## src/sv/sha256_sha224_hash_core_assert.svh

```systemverilog
// assertion macros for the hash core
`ifndef SHA256_SHA224_HASH_CORE_ASSERT_SVH
`define SHA256_SHA224_HASH_CORE_ASSERT_SVH
`ifndef ASSERT_OFF
`define ASSERT_IMPLIES(label, clk, rst, a, b) \
  label: assert property (@(posedge clk) disable iff (rst) (a) |-> (b)) \
    else $error("assertion failed");
`define ASSERT_NEXT(label, clk, rst, a, b) \
  label: assert property (@(posedge clk) disable iff (rst) (a) |=> (b)) \
    else $error("assertion failed");
`else
`define ASSERT_IMPLIES(label, clk, rst, a, b)
`define ASSERT_NEXT(label, clk, rst, a, b)
`endif
`endif

```

## src/sv/shah_pkg.sv

```systemverilog
package shah_pkg;
  typedef logic [31:0] word_t;

  typedef enum logic [2:0] {
    ST_IDLE, ST_PAD, ST_ROUND, ST_ADD, ST_OUT
  } state_t;

  function automatic word_t round_k(input logic [5:0] i);
    word_t k [64] = '{
      32'h428a2f98, 32'h71374491, 32'hb5c0fbcf, 32'he9b5dba5, 32'h3956c25b, 32'h59f111f1,
      32'h923f82a4, 32'hab1c5ed5, 32'hd807aa98, 32'h12835b01, 32'h243185be, 32'h550c7dc3,
      32'h72be5d74, 32'h80deb1fe, 32'h9bdc06a7, 32'hc19bf174, 32'he49b69c1, 32'hefbe4786,
      32'h0fc19dc6, 32'h240ca1cc, 32'h2de92c6f, 32'h4a7484aa, 32'h5cb0a9dc, 32'h76f988da,
      32'h983e5152, 32'ha831c66d, 32'hb00327c8, 32'hbf597fc7, 32'hc6e00bf3, 32'hd5a79147,
      32'h06ca6351, 32'h14292967, 32'h27b70a85, 32'h2e1b2138, 32'h4d2c6dfc, 32'h53380d13,
      32'h650a7354, 32'h766a0abb, 32'h81c2c92e, 32'h92722c85, 32'ha2bfe8a1, 32'ha81a664b,
      32'hc24b8b70, 32'hc76c51a3, 32'hd192e819, 32'hd6990624, 32'hf40e3585, 32'h106aa070,
      32'h19a4c116, 32'h1e376c08, 32'h2748774c, 32'h34b0bcb5, 32'h391c0cb3, 32'h4ed8aa4a,
      32'h5b9cca4f, 32'h682e6ff3, 32'h748f82ee, 32'h78a5636f, 32'h84c87814, 32'h8cc70208,
      32'h90befffa, 32'ha4506ceb, 32'hbef9a3f7, 32'hc67178f2};
    return k[i];
  endfunction

  function automatic word_t init_hash(input logic m, input logic [2:0] i);
    word_t h256 [8] = '{32'h6a09e667, 32'hbb67ae85, 32'h3c6ef372, 32'ha54ff53a,
                        32'h510e527f, 32'h9b05688c, 32'h1f83d9ab, 32'h5be0cd19};
    word_t h224 [8] = '{32'hc1059ed8, 32'h367cd507, 32'h3070dd17, 32'hf70e5939,
                        32'hffc00b31, 32'h68581511, 32'h64f98fa7, 32'hbefa4fa4};
    return m ? h224[i] : h256[i];
  endfunction

  function automatic word_t rotr(input word_t x, input int n);
    return (x >> n) | (x << (32 - n));
  endfunction
endpackage

```

## src/sv/shah_round.sv

```systemverilog
// one compression round plus the message schedule shift line
module shah_round (
  input  logic clk,
  input  logic load,
  input  logic step,
  input  shah_pkg::word_t blk [16],
  input  shah_pkg::word_t hin [8],
  input  logic [5:0] rnd,
  output shah_pkg::word_t v [8]
);
  import shah_pkg::*;
  word_t w [16];
  word_t s0, s1, wnew, t1, t2, e, a;

  always_comb begin
    s0 = rotr(w[1], 7) ^ rotr(w[1], 18) ^ (w[1] >> 3);
    s1 = rotr(w[14], 17) ^ rotr(w[14], 19) ^ (w[14] >> 10);
    wnew = w[0] + s0 + w[9] + s1;
    e = v[4];
    a = v[0];
    t1 = v[7] + (rotr(e, 6) ^ rotr(e, 11) ^ rotr(e, 25)) + ((e & v[5]) ^ (~e & v[6]))
         + round_k(rnd) + w[0];
    t2 = (rotr(a, 2) ^ rotr(a, 13) ^ rotr(a, 22)) + ((a & v[1]) ^ (a & v[2]) ^ (v[1] & v[2]));
  end

  always_ff @(posedge clk) begin
    if (load) begin
      w <= blk;
      v <= hin;
    end else if (step) begin
      for (int i = 0; i < 15; i++) w[i] <= w[i + 1];
      w[15] <= wnew;
      v[7] <= v[6]; v[6] <= v[5]; v[5] <= e; v[4] <= v[3] + t1;
      v[3] <= v[2]; v[2] <= v[1]; v[1] <= a; v[0] <= t1 + t2;
    end
  end
endmodule

```

## src/sv/sha256_sha224_hash_core.sv

```systemverilog
// Hashes a byte message with SHA-256 (mode 0) or SHA-224 (mode 1). A non-last word
// is stored in the block; one that fills a 16-word block starts a compression by the
// single round unit, running 64 rounds at one per cycle plus load and add. A last
// word pads one word per cycle, runs one or two compressions, then delivers 8 (or 7)
// digest beats. Input stall is high while a mode write is offered and whenever the
// core is not idle: padding, compressing or delivering the digest.
module sha256_sha224_hash_core (
  input  logic clk,
  input  logic rst,
  input  logic cfg_valid,
  output logic cfg_ready,
  input  logic cfg_data,
  input  logic in_valid,
  output logic in_stall,
  input  logic [31:0] data_word,
  input  logic [2:0] byte_count,
  input  logic last_word,
  output logic out_valid,
  input  logic out_stall,
  output logic [31:0] digest_word,
  output logic [2:0] word_index,
  output logic last_digest_word
);
  import shah_pkg::*;
`include "sha256_sha224_hash_core_assert.svh"

  state_t state, state_next;
  logic mode;
  word_t hv [8];
  word_t blk [16];
  word_t blk_in [16];
  word_t v [8];
  logic [63:0] bit_count;
  logic [3:0] wpos;
  logic [5:0] rnd;
  logic [2:0] oidx;
  logic [1:0] pad_phase; // 0 zeros, 1 high count, 2 low count, 3 done
  logic [1:0] ph;
  logic in_msg, load, step, push, last_blk, need80;
  word_t push_data, lw;
  logic [2:0] cnt;
  logic [31:0] keep;

  shah_round u_round (.clk, .load, .step, .blk(blk_in), .hin(hv), .rnd, .v);

  assign cfg_ready = (state == ST_IDLE);
  assign in_stall = (state != ST_IDLE) || cfg_valid;
  assign out_valid = (state == ST_OUT);
  assign digest_word = hv[oidx];
  assign word_index = oidx;
  assign last_digest_word = (oidx == (mode ? 3'd6 : 3'd7));
  assign cnt = (byte_count > 3'd4) ? 3'd4 : byte_count;
  assign keep = (cnt == 3'd0) ? 32'h0 : (32'hffffffff << (6'd8 * (6'd4 - {3'd0, cnt})));
  assign lw = (data_word & keep) | (32'h80 << (6'd8 * (6'd3 - {3'd0, cnt})));
  assign in_msg = in_valid && !in_stall;
  // padding that starts at word 14 goes straight to the length
  assign ph = (pad_phase == 2'd0 && !need80 && wpos == 4'd14) ? 2'd1 : pad_phase;

  always_comb begin
    state_next = state;
    load = 1'b0;
    step = (state == ST_ROUND);
    push = 1'b0;
    push_data = 32'h0;
    unique case (state)
      ST_IDLE: if (in_msg) begin
        push = 1'b1;
        push_data = (last_word && cnt != 3'd4) ? lw : data_word;
        if (wpos == 4'd15) begin state_next = ST_ROUND; load = 1'b1; end
        else if (last_word) state_next = ST_PAD;
      end
      ST_PAD: begin
        push = (ph != 2'd3);
        push_data = need80 ? 32'h80000000 :
                    (ph == 2'd1) ? bit_count[63:32] :
                    (ph == 2'd2) ? bit_count[31:0] : 32'h0;
        if (push && wpos == 4'd15) begin state_next = ST_ROUND; load = 1'b1; end
      end
      ST_ROUND: if (rnd == 6'd63) state_next = ST_ADD;
      ST_ADD: state_next = !last_blk ? ST_IDLE : (pad_phase == 2'd3) ? ST_OUT : ST_PAD;
      ST_OUT: if (!out_stall && last_digest_word) state_next = ST_IDLE;
      default: state_next = ST_IDLE;
    endcase
  end

  // block load happens on the same edge as the final push, so bypass it
  always_comb begin
    blk_in = blk;
    if (push) blk_in[wpos] = push_data;
  end

  always_ff @(posedge clk) begin
    if (push) blk[wpos] <= push_data;
  end

  always_ff @(posedge clk) begin
    if (rst) begin
      state <= ST_IDLE;
      mode <= 1'b0;
      bit_count <= '0;
      wpos <= '0;
      rnd <= '0;
      oidx <= '0;
      pad_phase <= '0;
      last_blk <= 1'b0;
      for (int i = 0; i < 8; i++) hv[i] <= init_hash(1'b0, 3'(i));
    end else begin
      state <= state_next;
      if (push) wpos <= wpos + 4'd1;
      if (state == ST_ROUND) rnd <= rnd + 6'd1;
      if (state == ST_ADD) for (int i = 0; i < 8; i++) hv[i] <= hv[i] + v[i];
      if (state == ST_IDLE && in_msg) begin
        last_blk <= last_word;
        pad_phase <= 2'd0;
        bit_count <= bit_count + (last_word ? {58'd0, cnt, 3'd0} : 64'd32);
      end
      if (state == ST_PAD && push) begin
        if (ph == 2'd0 && wpos == 4'd13) pad_phase <= 2'd1;
        else if (ph == 2'd1) pad_phase <= 2'd2;
        else if (ph == 2'd2) pad_phase <= 2'd3;
      end
      if (state == ST_OUT && !out_stall) begin
        if (last_digest_word) begin
          oidx <= '0;
          bit_count <= '0;
          wpos <= '0;
          for (int i = 0; i < 8; i++) hv[i] <= init_hash(mode, 3'(i));
        end else begin
          oidx <= oidx + 3'd1;
        end
      end
      if (cfg_valid && cfg_ready) begin
        mode <= cfg_data;
        bit_count <= '0;
        wpos <= '0;
        for (int i = 0; i < 8; i++) hv[i] <= init_hash(cfg_data, 3'(i));
      end
    end
  end

  // a full last word needs its own 0x80 word
  always_ff @(posedge clk) begin
    if (rst) need80 <= 1'b0;
    else if (state == ST_IDLE && in_msg) need80 <= last_word && cnt == 3'd4;
    else if (state == ST_PAD && push) need80 <= 1'b0;
  end

  `ASSERT_IMPLIES(a_stall_busy, clk, rst, state == ST_ROUND, in_stall && !out_valid)
  `ASSERT_NEXT(a_round_end, clk, rst, state == ST_ROUND && rnd == 6'd63, state == ST_ADD)
  `ASSERT_IMPLIES(a_out_idx, clk, rst, out_valid, !(mode && oidx == 3'd7))
endmodule

```

## config.mk

```make
export PLATFORM = sky130hd
export DESIGN_NAME = sha256_sha224_hash_core
export DESIGN_NICKNAME = d
export VERILOG_FILES = /design/src/sv/shah_pkg.sv /design/src/sv/shah_round.sv /design/src/sv/sha256_sha224_hash_core.sv
export VERILOG_INCLUDE_DIRS = /design/src /design/src/sv
export SDC_FILE = /design/constraint.sdc
export NUM_CORES = 2
export LEC_CHECK = 0
export ABC_AREA = 1
export BUFFER_PORTS_ARGS = -buffer_cell sky130_fd_sc_hd__buf_2
export CORE_MARGIN = 3
export CORE_UTILIZATION = 30
export CTS_CLUSTER_SIZE = 8
export DETAILED_ROUTE_END_ITERATION = 7
export GPL_ROUTABILITY_DRIVEN = 1
export SETUP_SLACK_MARGIN = 0.3
export SLEW_MARGIN = 20
export SYNTH_ARGS = -nofsm -noshare
export SYNTH_HDL_FRONTEND = slang
export SYNTH_SLANG_ARGS = --single-unit
```

## constraint.sdc

```tcl
create_clock -name clk -period 34.9 [get_ports clk]
set_input_delay 10.47 -clock clk [delete_from_list [all_inputs] [get_ports clk]]
set_output_delay 10.47 -clock clk [all_outputs]
set_load 0.005 [all_outputs]
```

==> results.py <==
metrics = {
    "worst_setup_path": {
        "critical_path_class": "input port to output port",
        "startpoint_type": "input port",
        "reg2regPathDepth": 40,
        "worstPathMaxFanout": 3,
        "cp_data_required_time_ns": 24.43,
        "cpPeakStageDelay_ns": 0.13,
        "timing.critical_path.buf_inv": 3,
        "timing.rr.start": "rnd[0]",
        "cp_slowest_cell": "buf_2",
        "worstPathArrival_ns": 10.87,
        "endpoint": "in_stall",
        "cpLargestDelayFamily": "buffers and inverters",
        "r2r_end": "u_round.a[31]",
        "crit_start": "cfg_valid",
        "cp.depth": 4,
        "path_cells": "buf_2, inv_1, nand2_1, buf_2",
        "reg2reg_slack_ns": 25.03,
        "cp_common_cell": "buf_2",
        "endpoint_kind": "output port",
    },
    "min_path": {
        "hp-class": "register to register",
    },
    "flow_run": {
        "maxCapViolations": 0,
    },
    "grt": {
        "overflow": 0,
        "grt_busiest_layer": "met2",
        "track_usage_pct": 23.4,
        "grt_max_degree": 195,
        "grtUsageMet3_pct": 3.89,
        "grt_pass1_wl_mm": 582,
        "grt_util_met2_pct": 37.4,
        "antenna_found_initial": 13,
        "use_met1_pct": 30.7,
        "first_global_vias": 84100,
    },
    "die": {
        "dieArea_mm2": 0.336,
        "rows": 209,
        "chipHeight_um": 579,
        "die_w_um": 579,
        "ioPinCount": 81,
        "coreArea_mm2": 0.326,
        "start_util_pct": 30.3,
    },
    "synth": {
        "syn-num-nets": 13800,
        "yosysWarnings": 0,
        "yosysTopAreaCell": "edfxtp_1",
        "synth_edf_count": 768,
        "synth_async_sr_flop_share_pct": 0,
        "synthCells": 13100,
        "ys_types": 69,
        "synthTopCellsByArea": "edfxtp_1 (23%), dfxtp_1 (17%), nand2_1 (15%)",
        "ys.flop_type": "dfxtp_1",
        "syn-cell-area_mm2": 0.0986,
        "synth_seq_area_share_pct": 40.2,
        "synth_top_area_share_pct": 23.4,
        "ys_ff_latch": 1594,
        "avgSynthCellArea_um2": 7.50,
    },
    "timing": {
        "fin_crit_ns": 21.34,
        "report.final.slew_viol_count": 0,
        "hold_viol": 0,
        "rsz0062_at_grt": "false",
        "slew_headroom_pct": 12.9,
        "worstMarginPinSlew_ns": 1.31,
        "period_share_pct": 61.2,
        "max_freq_mhz": 46.9,
        "final.setup.worst_slack_ns": 13.56,
        "setup_tns_ns": 0,
        "setup_viol": 0,
        "skew_ns": 0.115,
    },
    "cells_and_area": {
        "final_cells": 17500,
        "multi_input_area_mm2": 0.0512,
        "regArea_mm2": 0.0396,
        "drive_above_1_share_pct": 4.30,
        "area_delta_synth_final_pct": 11.3,
        "fillCellCount": 34800,
        "num-nets-final": 13600,
    },
    "route": {
        "antenna_left": 0,
        "drc_errors": 0,
        "drt-wirelength-per-cell_um": 23.2,
        "via_per_inst": 5.22,
        "num_vias": 91400,
        "drt_wl_total_mm": 407,
        "first_pass_iters": 6,
        "drt_iter0_drc": 9856,
    },
    "clock_network": {
        "clock_latency_ns": 0.92,
        "clock_sinks": 1594,
        "cts_hold_buf": 0,
        "h-tree-depth": 4,
        "cts_buffers": 230,
        "clockBufferDepth": 4,
        "root_buffer": "clkbuf_16",
        "cts_tree": "done",
        "post_cts_buffers": 0,
        "clk_pin_slew_ns": 0.05,
        "ctsResizeCount": 0,
    },
    "power": {
        "power-per-cell-area_mw_per_mm2": 40.3,
        "max-vdd-ir-drop_mv": 0.0430,
        "leakagePower_nw": 48.1,
    },
    "place": {
        "post-place-cells": 17100,
        "place_hpwl_mm": 299,
        "post-place-ws_ns": 13.54,
        "gp_congestion": 1.02,
        "io_buffers": 80,
    },
    "run_status": {
        "status": "finished, final reports clean",
    },
}
cell type report:
cell class | instances | share of cell area [%]
Clock inverter | 11 | 0.121
Antenna cell | 18 | 0.0411
Sequential cell | 1594 | 36.1
Clock buffer | 397 | 5.90
Inverter | 1423 | 4.90
Timing Repair Buffer | 206 | 1.35
Multi-Input combinational cell | 9551 | 46.7
Tap cell | 4325 | 4.93
synthesized netlist by cell type (69+ instances only):
library cell,instances
dfxtp_1,826
buf_2,191
a21oi_1,872
nand3_1,448
ha_1,403
a31oi_1,295
o21ai_0,995
o211ai_1,81
inv_1,1394
o21ai_1,122
nor2_1,1015
clkbuf_1,338
xnor2_1,169
nand2_1,3995
xor2_1,233
edfxtp_1,768
nand4_1,92
nor3_1,111
fa_1,196
o21bai_1,69
where the power goes:
group,switching [mW],internal [mW]
Clock,0.866,1.24
Sequential,0.0296,1.99
Combinational,0.213,0.0883
worst min path at each step:
stage	end	start	depth (start not counted)
floorplan	blk[218]	blk[218]	2
global placement	blk[432]	blk[432]	2
detailed placement	blk[80]	blk[80]	2
CTS	u_round.w[165]	u_round.w[133]	2
global route	blk[77]	blk[77]	2
finish	u_round.w[268]	u_round.w[236]	2
per-stage QoR:
step	util, %	power, mW	area (um2)	hold slack [ns]
2_1_floorplan	-	2.24	98600	0.421
3_3_place_gp	31.6	2.35	103000	0.431
3_5_place_dp	31.6	2.35	103000	0.435
4_1_cts	33.7	4.45	110000	0.435
5_1_grt	33.7	4.56	110000	0.457
6_report	33.7	4.43	110000	0.429
worst min-delay path: stages (launching register included):
cell and delay [ns]:
edfxtp_1 0.32, nand2_1 0.05, nand2_1 0.06
per-layer routing:
| layer | vias to the layer above | routed length [um] |
|---|---|---|
| met3 | 802 | 33800 |
| met1 | 43400 | 169000 |
| li1 | 43100 | - |
| met5 | - | 45 |
| met2 | 4068 | 181000 |
| met4 | 6 | 22900 |
cell families after synthesis:
group | count (synthesis) | synth area share [%]
adders and majority gates | 619 | 9.30
buffers and inverters | 2004 | 7.95
and+or+nand+nor | 5798 | 23.5
DFF | 1594 | 40.2
muxes | 16 | 0.162
xor gates and xnor gates | 402 | 3.57
AOI/OAI and AO/OA | 2716 | 15.3
state kept, by name, indices dropped and copies added, names as in the netlist:
| register | count |
|---|---|
| state | 3 |
| last_blk | 1 |
| pad_phase | 2 |
| wpos | 4 |
| blk | 488 |
| hv | 256 |
| mode | 1 |
| word_index | 3 |
| u_round.e | 32 |
| rnd | 6 |
| u_round.a | 32 |
| bit_count | 61 |
| u_round.v | 192 |
| need80 | 1 |
| u_round.w | 512 |
placed cells by master, fill, tap and decap left out, types with 69 or more instances in the layout:
| master | n |
|---|---|
| buf_4 | 115 |
| xor2_1 | 233 |
| xnor2_1 | 169 |
| o211ai_1 | 81 |
| a31oi_1 | 295 |
| buf_2 | 80 |
| inv_1 | 1388 |
| clkbuf_1 | 160 |
| o21ai_0 | 995 |
| clkbuf_16 | 232 |
| nor2_1 | 1015 |
| o21bai_1 | 69 |
| a21oi_1 | 872 |
| nand3_1 | 448 |
| dfxtp_1 | 823 |
| nand2_1 | 3990 |
| nor3_1 | 110 |
| o21ai_1 | 122 |
| fa_1 | 196 |
| ha_1 | 403 |
| nand4_1 | 92 |
| edfxtp_1 | 768 |
Note: power is estimated with default switching activity, not from simulation.
